File: src/rtl/srt_pkg.sv
// ----------------------------------------------------------------------------
// srt_pkg: shared types and codes of the sorted record table
// Word layouts of the request and response channels, the stored record and
// the per-cell control bundle.
// ----------------------------------------------------------------------------
package srt_pkg;

   localparam int KEY_W   = 27;
   localparam int AGE_W   = 8;
   localparam int NAMEL_W = 64;
   localparam int NAMEH_W = 48;
   localparam int STAT_W  = 3;
   localparam int COUNT_W = 5;

   localparam logic CMD_INSERT = 1'b0;
   localparam logic CMD_LOOKUP = 1'b1;

   localparam logic [STAT_W-1:0] STATUS_INSERTED  = 3'd0;
   localparam logic [STAT_W-1:0] STATUS_FULL      = 3'd1;
   localparam logic [STAT_W-1:0] STATUS_FOUND     = 3'd2;
   localparam logic [STAT_W-1:0] STATUS_NOT_FOUND = 3'd3;
   localparam logic [STAT_W-1:0] STATUS_EMPTY     = 3'd4;

   typedef struct packed {
      logic               cmd;
      logic [KEY_W-1:0]   key;
      logic [AGE_W-1:0]   age;
      logic [NAMEL_W-1:0] name_low;
      logic [NAMEH_W-1:0] name_high;
   } req_type;

   typedef struct packed {
      logic [STAT_W-1:0]  status;
      logic [KEY_W-1:0]   found_key;
      logic [AGE_W-1:0]   found_age;
      logic [NAMEL_W-1:0] found_name_low;
      logic [NAMEH_W-1:0] found_name_high;
      logic [COUNT_W-1:0] entry_count;
   } rsp_type;

   typedef struct packed {
      logic [KEY_W-1:0]   key;
      logic [AGE_W-1:0]   age;
      logic [NAMEL_W-1:0] name_low;
      logic [NAMEH_W-1:0] name_high;
   } record_type;

   typedef struct packed {
      logic insert;
      logic rotate;
   } cell_ctrl_type;

endpackage

File: src/rtl/srt_cell.sv
// ----------------------------------------------------------------------------
// srt_cell: one record slot of the table
// Compares its key with the incoming key, and either keeps its record, takes
// the new record, takes its left neighbor's record, or rotates from the right.
// ----------------------------------------------------------------------------
module srt_cell (
   input  logic                   clock,
   input  srt_pkg::cell_ctrl_type ctrl,
   input  logic                   take_new,
   input  logic                   occupied,
   input  srt_pkg::record_type    new_rec,
   input  srt_pkg::record_type    left_rec,
   input  srt_pkg::record_type    right_rec,
   output srt_pkg::record_type    rec,
   output logic                   lt
);

   srt_pkg::record_type rec_ff;
   srt_pkg::record_type rec_in;

   assign lt  = occupied && (rec_ff.key < new_rec.key);
   assign rec = rec_ff;

   always_comb begin
      priority if (ctrl.rotate) begin
         rec_in = right_rec;
      end else if (ctrl.insert && !lt) begin
         // The first cell that is not smaller takes the new word; the rest
         // move one place toward the tail.
         rec_in = take_new ? new_rec : left_rec;
      end else begin
         rec_in = rec_ff;
      end
   end

   always_ff @(posedge clock) begin
      rec_ff <= rec_in;
   end

endmodule

File: config.mk
export PLATFORM = sky130hd
export DESIGN_NAME = srt_cell
export DESIGN_NICKNAME = d
export VERILOG_FILES = /design/src/rtl/srt_pkg.sv /design/src/rtl/srt_cell.sv
export SDC_FILE = /design/constraint.sdc
export NUM_CORES = 1
export LEC_CHECK = 0
export BUFFER_PORTS_ARGS = -buffer_cell sky130_fd_sc_hd__buf_2
export CORE_AREA = 2 2 234 236
export CTS_BUF_LIST = sky130_fd_sc_hd__clkbuf_16
export DETAILED_ROUTE_END_ITERATION = 10
export DIE_AREA = 0 0 236 238
export HOLD_SLACK_MARGIN = 0.03
export SETUP_SLACK_MARGIN = 0.02
export SKIP_CTS_REPAIR_TIMING = 1
export SYNTH_ARGS = -nofsm -noshare
export SYNTH_HDL_FRONTEND = slang
export SYNTH_SLANG_ARGS = --single-unit
File: constraint.sdc
create_clock -name clock -period 17.5 [get_ports clock]
set_input_delay 3.5 -clock clock [delete_from_list [all_inputs] [get_ports clock]]
set_output_delay 3.5 -clock clock [all_outputs]
set_load 0.05 [all_outputs]
==> results.md, run 1 <==
* Status: complete, no violations
* Final worst setup slack at 8.75 ns
* Vias in the first global route at 7991
* Routed via count at 7825
* Cell area after synthesis at 0.00807 sq mm
* EDFF count, synth at 147
* TNS Setup at 0 ns
* Seq/Total Area, Yosys at 54.7%
* Count of pins over their slew limit at 0
* Peak fanout along the critical path at 2
* Reg-to-Reg End: rec[11]
* Flop pwr share at 38.5%
* Crit path time final at 8.75 ns
* Routed met3 length at 3710 um
* Distinct cell type count after synthesis at 25
* Final Hold Viols at 0
* Routed wire length at 34700 um
* CP required at 14.00 ns
* Number of flip-flops under the largest register name at 147
* Synth area leader: edfxtp_1
* Cells on worst reg2reg path at 7
* FP Rows at 85
* Max Cap Viol at 0
* Root buffer cell: clkbuf_16
* First-pass GRT wire length at 48900 um
* Reg2reg setup slack at 14.11 ns
* Buffers on Ports at 593
* Critical path type: input port to primary output
* H-tree levels at 4
* CTS tree: done
* Clock slew at the register clock pins of the worst setup and hold paths at 0.07 ns
* Post-layout util at 23.1%
* Met1 Wirelength at 12500 um
* Post-synth top area share at 54.7%
* Top cells by count, synth: nand2_1, o21ai_0, edfxtp_1, mux2i_1, clkbuf_1
* NumNets Final at 1774
* Initial Utilization at 15.1%
* Fmax at 0.114 GHz
* Vias/cell at 3.88
* Antenna violations before repair at 10
* Tcrit/Tclk final at 50.0%
* Syn nets at 1206
* Yosys warnings at 0
* Routed Antenna Nets at 0
* Clock power share at 30.7%
* Switching pwr at 457 uW
* Die area at 0.0562 sq mm
* RSZ-0062 raised after global routing: false
* GRT overflow at 0
* Post-synth ARST share at 0%
* DR pass1 iterations at 4
* Main area contributors after synthesis: edfxtp_1, mux2i_1, o21ai_0
* Die X at 236 um
* Post-synthesis cell count at 734
* Worst slew pin tran at 0.961 ns
* CTS Buf Count at 17
* Final setup viols at 0
* Post-DP HPWL at 28700 um
* Switch share at 37.9%
* Post-synthesis register bit count at 147
* Die Y at 238 um
* RePlAce Congestion at 0.885
* Combinational power share at 30.8%
* Drt drc at 0
* Critical Path AT at 5.25 ns
* Routed len/inst at 17.2 um
* Total GRT Usage at 12.1%
* Crit start category: input port
* Final Power at 1200 uW
* Crit path from: new_rec[126]
* Clock sinks at 147
* Hold path start: rec[127]
* Dpl ws at 8.72 ns
* Cell Int Power at 747 uW
* Pwr dens at 97.5 mW/mm^2
* Layout cells sized above 1 at 48.1%
* Uppermost layer routed: met5
* Crit. End Element: primary output
* I/O Pins at 594
* CORE AREA at 0.0535 sq mm
* Synthesized area per cell at 11.0 sq um
* VDD IR-drop max at 0.0644 mV
* Setup crit end: lt
* Ys flop type: edfxtp_1
* Leakage at 0.00596 uW
* Worst R2R Start: rec[146]
* Routed met2 length at 17200 um
* Area grow syn2layout at 52.9%
* Clock latency on the worst-skew pair at 0.49 ns
* Pin count of the biggest net entering global routing at 109
* Clock Path Buffers at 2
* Worst Skew at 0.0276 ns
* Worst Hold Class: flop to flop
* Relative slew slack at 36.0%
* DRT iter0 DRCs at 262
[cells by family after synthesis]
group                      after synthesis  synth area share [%]
AOI/OAI and AO/OA                      173                  11.4
adders and majority gates               26                  4.03
buffers and inverters                   78                  3.92
DFF                                    147                  54.7
muxes                                  147                  18.2
and+or+nand+nor                        163                  7.77
[worst max-delay path, stage by stage]
cell	delay, ns
buf_2	0.09
inv_1	0.06
ha_1	0.32
nand3_1	0.13
o22ai_1	0.11
a2111oi_2	0.38
a22oi_1	0.14
a211oi_1	0.21
buf_2	0.30
[power groups by stage]
| stage | combinational, uW | clock, uW | sequential, uW |
|---|---|---|---|
| detailed placement | 375 | 0 | 472 |
| floorplan | 84.3 | 0 | 632 |
| global placement | 372 | 0 | 471 |
| CTS | 375 | 388 | 465 |
| global route | 395 | 401 | 469 |
| finish | 371 | 370 | 464 |
[placed cells by master (no fill, tap or decap), types with 2 or more instances in the layout]
master,count
diode_2,5
clkbuf_16,17
a211oi_1,4
buf_4,6
inv_6,5
buf_2,591
o21ai_0,152
inv_1,28
clkbuf_8,2
clkinv_4,3
a21oi_1,6
a21o_1,2
clkinv_2,2
inv_8,2
nand2_1,152
edfxtp_1,147
nor3_1,3
mux2i_1,147
ha_1,26
nand4_1,3
nor2_1,3
o211ai_1,2
[through the flow]
step	std cells	area (sq um)	hold slack [ns]
finish	2016	12300	1.58
global route	2016	12300	1.75
CTS	2011	12300	1.64
detailed placement	1979	11800	1.62
global placement	1979	11800	1.63
floorplan	734	8070	3.63
[area by class of cell]
| class | instances | area (sq um) |
|---|---|---|
| clock buffers | 17 | 425 |
| inverters | 28 | 105 |
| fillers | 5839 | 41200 |
| multi-input cells | 509 | 3340 |
| repair buffers | 599 | 3030 |
| well taps | 696 | 871 |
| diodes | 5 | 12.5 |
| flip-flops and latches | 147 | 4410 |
| clock inverters | 15 | 144 |
[worst min-delay path by stage]
| stage | end | slack, ns | depth (start not counted) |
|---|---|---|---|
| after detailed placement | rec[121] | 1.62 | 4 |
| after global routing | rec[141] | 1.75 | 4 |
| after CTS | rec[135] | 1.64 | 4 |
| final | rec[141] | 1.58 | 4 |
| after global placement | rec[118] | 1.63 | 4 |
| after floorplan | rec[0] | 3.63 | 4 |
[per-layer routing]
| metal | global-route usage [%] | vias up |
|---|---|---|
| met2 | 21.0 | 424 |
| met4 | 6.47 | 2 |
| li1 | - | 3807 |
| met5 | 0 | - |
| met1 | 12.0 | 3534 |
| met3 | 5.60 | 58 |
No activity file was read; power rests on OpenSTA's default activity.
==> run 2, diff against run 1 <==
Settings changed: ABC_AREA from default to 1.
Clock period 17.5 ns to 7.86 ns, I/O delays scaled along.
==> results.md, run 2 <==
* Leakage at 0.00580 uW
* Clock sinks at 147
* Ys flop type: edfxtp_1
* Worst Skew at 0.00949 ns
* M2 GR Usage at 20.0%
* Synthesized area per cell at 8.94 sq um
* Yosys warnings at 0
* Pin count of the biggest net entering global routing at 107
* Clock Path Buffers at 2
* Antenna violations before repair at 8
* Root buffer cell: clkbuf_16
* Count of pins over their slew limit at 0
* Hold path start: rec[145]
* Relative slew slack at 28.8%
* Clock slew at the register clock pins of the worst setup and hold paths at 0.07 ns
* Layout cells sized above 1 at 45.6%
* Top-count cell post-synth: a21oi_1
* Post-layout util at 23.3%
* Cell area after synthesis at 0.00834 sq mm
* Commonest non-fill, non-tap cell in the layout: buf_2
* Crit path from: new_rec[138]
* Syn nets at 1405
* Slowest stage cell on the critical path: ha_1
* M1 GR Usage at 14.3%
* Post-synth ARST share at 0%
* Placed instance count at 2167
* Vias/cell at 4.11
* CTS tree: done
* Vias in the first global route at 8962
* Worst Hold Class: flop to flop
* DR pass1 iterations at 5
* Most used routing layer: met2
* Critical Path AT at 2.95 ns
* Pwr dens at 210 mW/mm^2
* GRT overflow at 0
* DRT iter0 DRCs at 451
* VDD IR-drop max at 0.142 mV
* Critical path type: input port to primary output
* Die Y at 238 um
* Cells on worst reg2reg path at 10
* CP peak stage delay at 0.30 ns
* RSZ-0062 raised after global routing: false
* Drt drc at 0
* Initial Utilization at 15.6%
* Die area at 0.0562 sq mm
* Final setup viols at 0
* Tcrit/Tclk final at 57.5%
* Post-DP HPWL at 28200 um
* CTS Buf Count at 17
* Clock latency on the worst-skew pair at 0.47 ns
* Routed via count at 9066
* Number of flip-flops under the largest register name at 147
* Peak fanout along the critical path at 2
* EDFF count, synth at 147
* CP cell instances: buf_2 > inv_1 > ha_1 > nand2_1 > nor2_1 > nand4_1 > nor2_1 > nand2_1 > nand3_1 > inv_1 > buf_2
* Max Cap Viol at 0
* Post-synthesis cell count at 933
* Crit path time final at 4.52 ns
* Reg-to-Reg End: rec[44]
* Routed wire length at 35800 um
* FP Rows at 85
* Area grow syn2layout at 49.6%
* Worst slew pin tran at 1.07 ns
* Synth area leader: edfxtp_1
* Filler instances at 5909
* Final Hold Viols at 0
* Design area at 0.0125 sq mm
* Grt met3 use at 4.71%
* I/O Pins at 594
* Worst R2R Start: rec[138]
* Crit start category: input port
* RePlAce Congestion at 1.01
* Setup crit end: lt
* CORE AREA at 0.0535 sq mm
* Post-synthesis register bit count at 147
* Reg2reg setup slack at 4.82 ns
* Die X at 236 um
* Post-synth top area share at 52.9%
* Main area contributors after synthesis: edfxtp_1, a21oi_1, nand2_1
* H-tree levels at 4
* NumNets Final at 1962
* Crit. End Element: primary output
* CP required at 6.29 ns
* Final Power at 2620 uW
* Distinct cell type count after synthesis at 22
* Seq/Total Area, Yosys at 52.9%
* TNS Setup at 0 ns
* Fmax at 0.221 GHz
* Status: complete, no violations
* Routed Antenna Nets at 0
* Top cells by count, synth: a21oi_1, nand2_1, edfxtp_1
* Total GRT Usage at 12.4%
* First-pass GRT wire length at 51800 um
* Buffers on Ports at 593
* Placed Area at 0.0118 sq mm
* Most frequent cells in the layout: buf_2, a21oi_1, nand2_1
* Routed len/inst at 16.3 um
* Final Non-Filler Cells at 2204
run 2: kinds of logic after synthesis:
group                      Yosys count  share of synthesized area [%]
AOI/OAI and AO/OA                  304                           19.7
buffers and inverters              108                           7.14
adders and majority gates           26                           3.90
DFF                                147                           52.9
and+or+nand+nor                    348                           16.3
run 2: area by class of cell:
| type | count | area (sq um) | area share (%) |
|---|---|---|---|
| Antenna cell | 5 | 12.5 | 0.100 |
| Clock inverter | 15 | 201 | 1.61 |
| Clock buffer | 17 | 425 | 3.41 |
| Inverter | 44 | 170 | 1.36 |
| Timing Repair Buffer | 602 | 3050 | 24.4 |
| Tap cell | 696 | 871 | 6.98 |
| Sequential cell | 147 | 4410 | 35.4 |
| Multi-Input combinational cell | 678 | 3340 | 26.7 |
run 2: worst min-delay path by stage:
stage	slack, ns	end	cells after the start
final	1.37	rec[121]	7
after global routing	1.36	rec[133]	3
after CTS	1.33	rec[133]	3
after detailed placement	1.38	rec[131]	7
after global placement	1.42	rec[131]	7
after floorplan	1.76	rec[129]	2
run 2: routing by layer:
| layer | routed length (um) | vias up |
|---|---|---|
| met1 | 14500 | 4226 |
| met5 | 41 | - |
| met2 | 16900 | 450 |
| met3 | 3220 | 61 |
| li1 | - | 4323 |
| met4 | 1170 | 6 |
run 2: critical path: cells and delay by family:
kind / cells / cell delay (ns)
buf+inv: 4 / 0.38
fa+ha+maj: 1 / 0.30
simple gates: 6 / 0.70
run 2: power breakdown:
part	switching, uW	total (uW)	internal, uW	leakage [uW]
Combinational	531	736	205	0.00403
Sequential	28.2	994	965	0.00147
Clock	358	890	532	0.000296
Total	917	2620	1700	0.00580
run 2: through the flow:
| step | setup slack [ns] | hold WS (ns) |
|---|---|---|
| after global placement | 3.30 | 1.42 |
| after floorplan | 1.80 | 1.76 |
| final | 3.34 | 1.37 |
| after detailed placement | 3.32 | 1.38 |
| after global routing | 3.13 | 1.36 |
| after CTS | 3.31 | 1.33 |
==> run 3, diff against run 2 <==
Clock period 7.86 ns to 3.65 ns, I/O delays scaled along.
==> results.md, run 3 (synthesis results as in run 2) <==
* Status: complete, no violations
* Met1 Wirelength at 13400 um
* Switching pwr at 1930 uW
* Uppermost layer routed: met5
* DRT iter0 DRCs at 412
* Crit path from: rec[138]
* CTS Buf Count at 17
* Clock power share at 34.7%
* VDD IR-drop max at 0.306 mV
* Total GRT Usage at 11.8%
* Switch share at 33.7%
* CP required at 2.92 ns
* Reg-to-Reg End: rec[98]
* Flop pwr share at 37.3%
* Worst slew pin tran at 0.861 ns
* Routed via count at 8952
* Die X at 236 um
* Crit path time final at 2.93 ns
* Final setup viols at 0
* I/O Pins at 594
* Filler instances at 5915
* Initial Utilization at 15.6%
* Final Power at 5740 uW
* Cells on worst reg2reg path at 10
* RSZ-0062 raised after global routing: false
* Routed met2 length at 16500 um
* Tcrit/Tclk final at 80.4%
* Critical path type: flop to primary output
* Layout cells sized above 1 at 45.8%
* Reg2reg setup slack at 1.13 ns
* Routed met3 length at 2820 um
* CORE AREA at 0.0535 sq mm
* Final hold slack at 0.559 ns
* DR pass1 iterations at 6
* Antenna violations before repair at 3
* Worst R2R Start: rec[138]
* Count of pins over their slew limit at 0
* Max Cap Viol at 0
* Relative slew slack at 42.6%
* Register area at 0.00441 sq mm
* Clock slew at the register clock pins of the worst setup and hold paths at 0.06 ns
* Final Hold Viols at 0
* Worst Hold Class: input port to flop
* Multi-input logic area at 0.00335 sq mm
* Buffers on Ports at 593
* H-tree levels at 4
* Commonest non-fill, non-tap cell in the layout: buf_2
* Crit start category: flop
* Most frequent cells in the layout: buf_2, a21oi_1, nand2_1
* Leakage at 0.00587 uW
* Routed Antenna Nets at 0
* Number of flip-flops under the largest register name at 147
* NumNets Final at 1967
* Clock sinks at 147
* Worst Skew at 0.0116 ns
* CTS tree: done
* Fmax at 0.341 GHz
* Drt drc at 0
* Routed len/inst at 15.5 um
* Root buffer cell: clkbuf_16
* First-pass GRT wire length at 49800 um
* Setup crit end: lt
* Clock latency on the worst-skew pair at 0.47 ns
* Combinational power share at 27.9%
* Vias/cell at 4.06
* Die Y at 238 um
* Peak fanout along the critical path at 2
* Pwr dens at 455 mW/mm^2
* Crit. End Element: primary output
* GRT overflow at 0
* Area grow syn2layout at 51.3%
* Critical Path AT at 2.20 ns
* Routed wire length at 34200 um
* Vias in the first global route at 8935
* TNS Setup at 0 ns
* Pin count of the biggest net entering global routing at 84
* RePlAce Congestion at 0.966
* Post-DP HPWL at 27500 um
* Post-layout util at 23.6%
* Die area at 0.0562 sq mm
* FP Rows at 85
* Clock Path Buffers at 2
* Cell Int Power at 3810 uW
run 3: changes by cell type in the layout (fill, tap and decap cells not counted), sizes merged:
| cell | delta |
|---|---|
| clkinv | +3 |
| clkinvlp | -2 |
| inv | -3 |
| bufinv | +2 |
| buf | +5 |
| diode | -3 |
run 3: through the flow:
stage | instance area (sq um) | instances | worst slack (ns)
after floorplan | 8350 | 933 | 0.621
after global placement | 11900 | 2172 | 0.690
after detailed placement | 11900 | 2172 | 0.663
after CTS | 12600 | 2204 | 0.635
after global routing | 12600 | 2204 | 0.544
final | 12600 | 2206 | 0.716
run 3: layer usage:
| metal | track usage, % | vias to the layer above |
|---|---|---|
| met5 | 0 | - |
| met4 | 6.95 | 4 |
| met3 | 4.10 | 72 |
| met2 | 19.9 | 461 |
| met1 | 13.0 | 4081 |
| li1 | - | 4334 |
run 3: power by group through the flow:
stage / Clock [uW] / Combinational [uW] / Sequential [uW]
after floorplan: 0 / 430 / 2770
after global placement: 0 / 1600 / 2180
after detailed placement: 0 / 1610 / 2180
after CTS: 2080 / 1620 / 2150
after global routing: 2140 / 1710 / 2160
final: 1990 / 1600 / 2140
run 3: worst min path at each step:
stage / cells past startpoint / slack, ns / from / to
floorplan: 2 / 0.92 / right_rec[129] / rec[129]
global placement: 3 / 1.02 / right_rec[139] / rec[139]
detailed placement: 3 / 1.02 / right_rec[135] / rec[135]
CTS: 3 / 0.49 / right_rec[135] / rec[135]
global route: 3 / 0.53 / right_rec[138] / rec[138]
finish: 3 / 0.56 / right_rec[135] / rec[135]
run 3: final cells by class:
type / count / area share [%]
repair buffers: 607 / 24.9
inverters: 44 / 1.35
well taps: 696 / 6.90
clock buffers: 17 / 3.37
clock inverters: 15 / 1.89
diodes: 2 / 0.0397
flip-flops and latches: 147 / 35.0
multi-input cells: 678 / 26.5
run 3: worst max-delay path: stages (launching register included):
cell,delay [ns]
edfxtp_1,0.40
ha_1,0.31
a21o_1,0.18
nor2_1,0.15
nand2_1,0.10
nand3_1,0.08
nand3_1,0.12
inv_1,0.13
buf_2,0.27
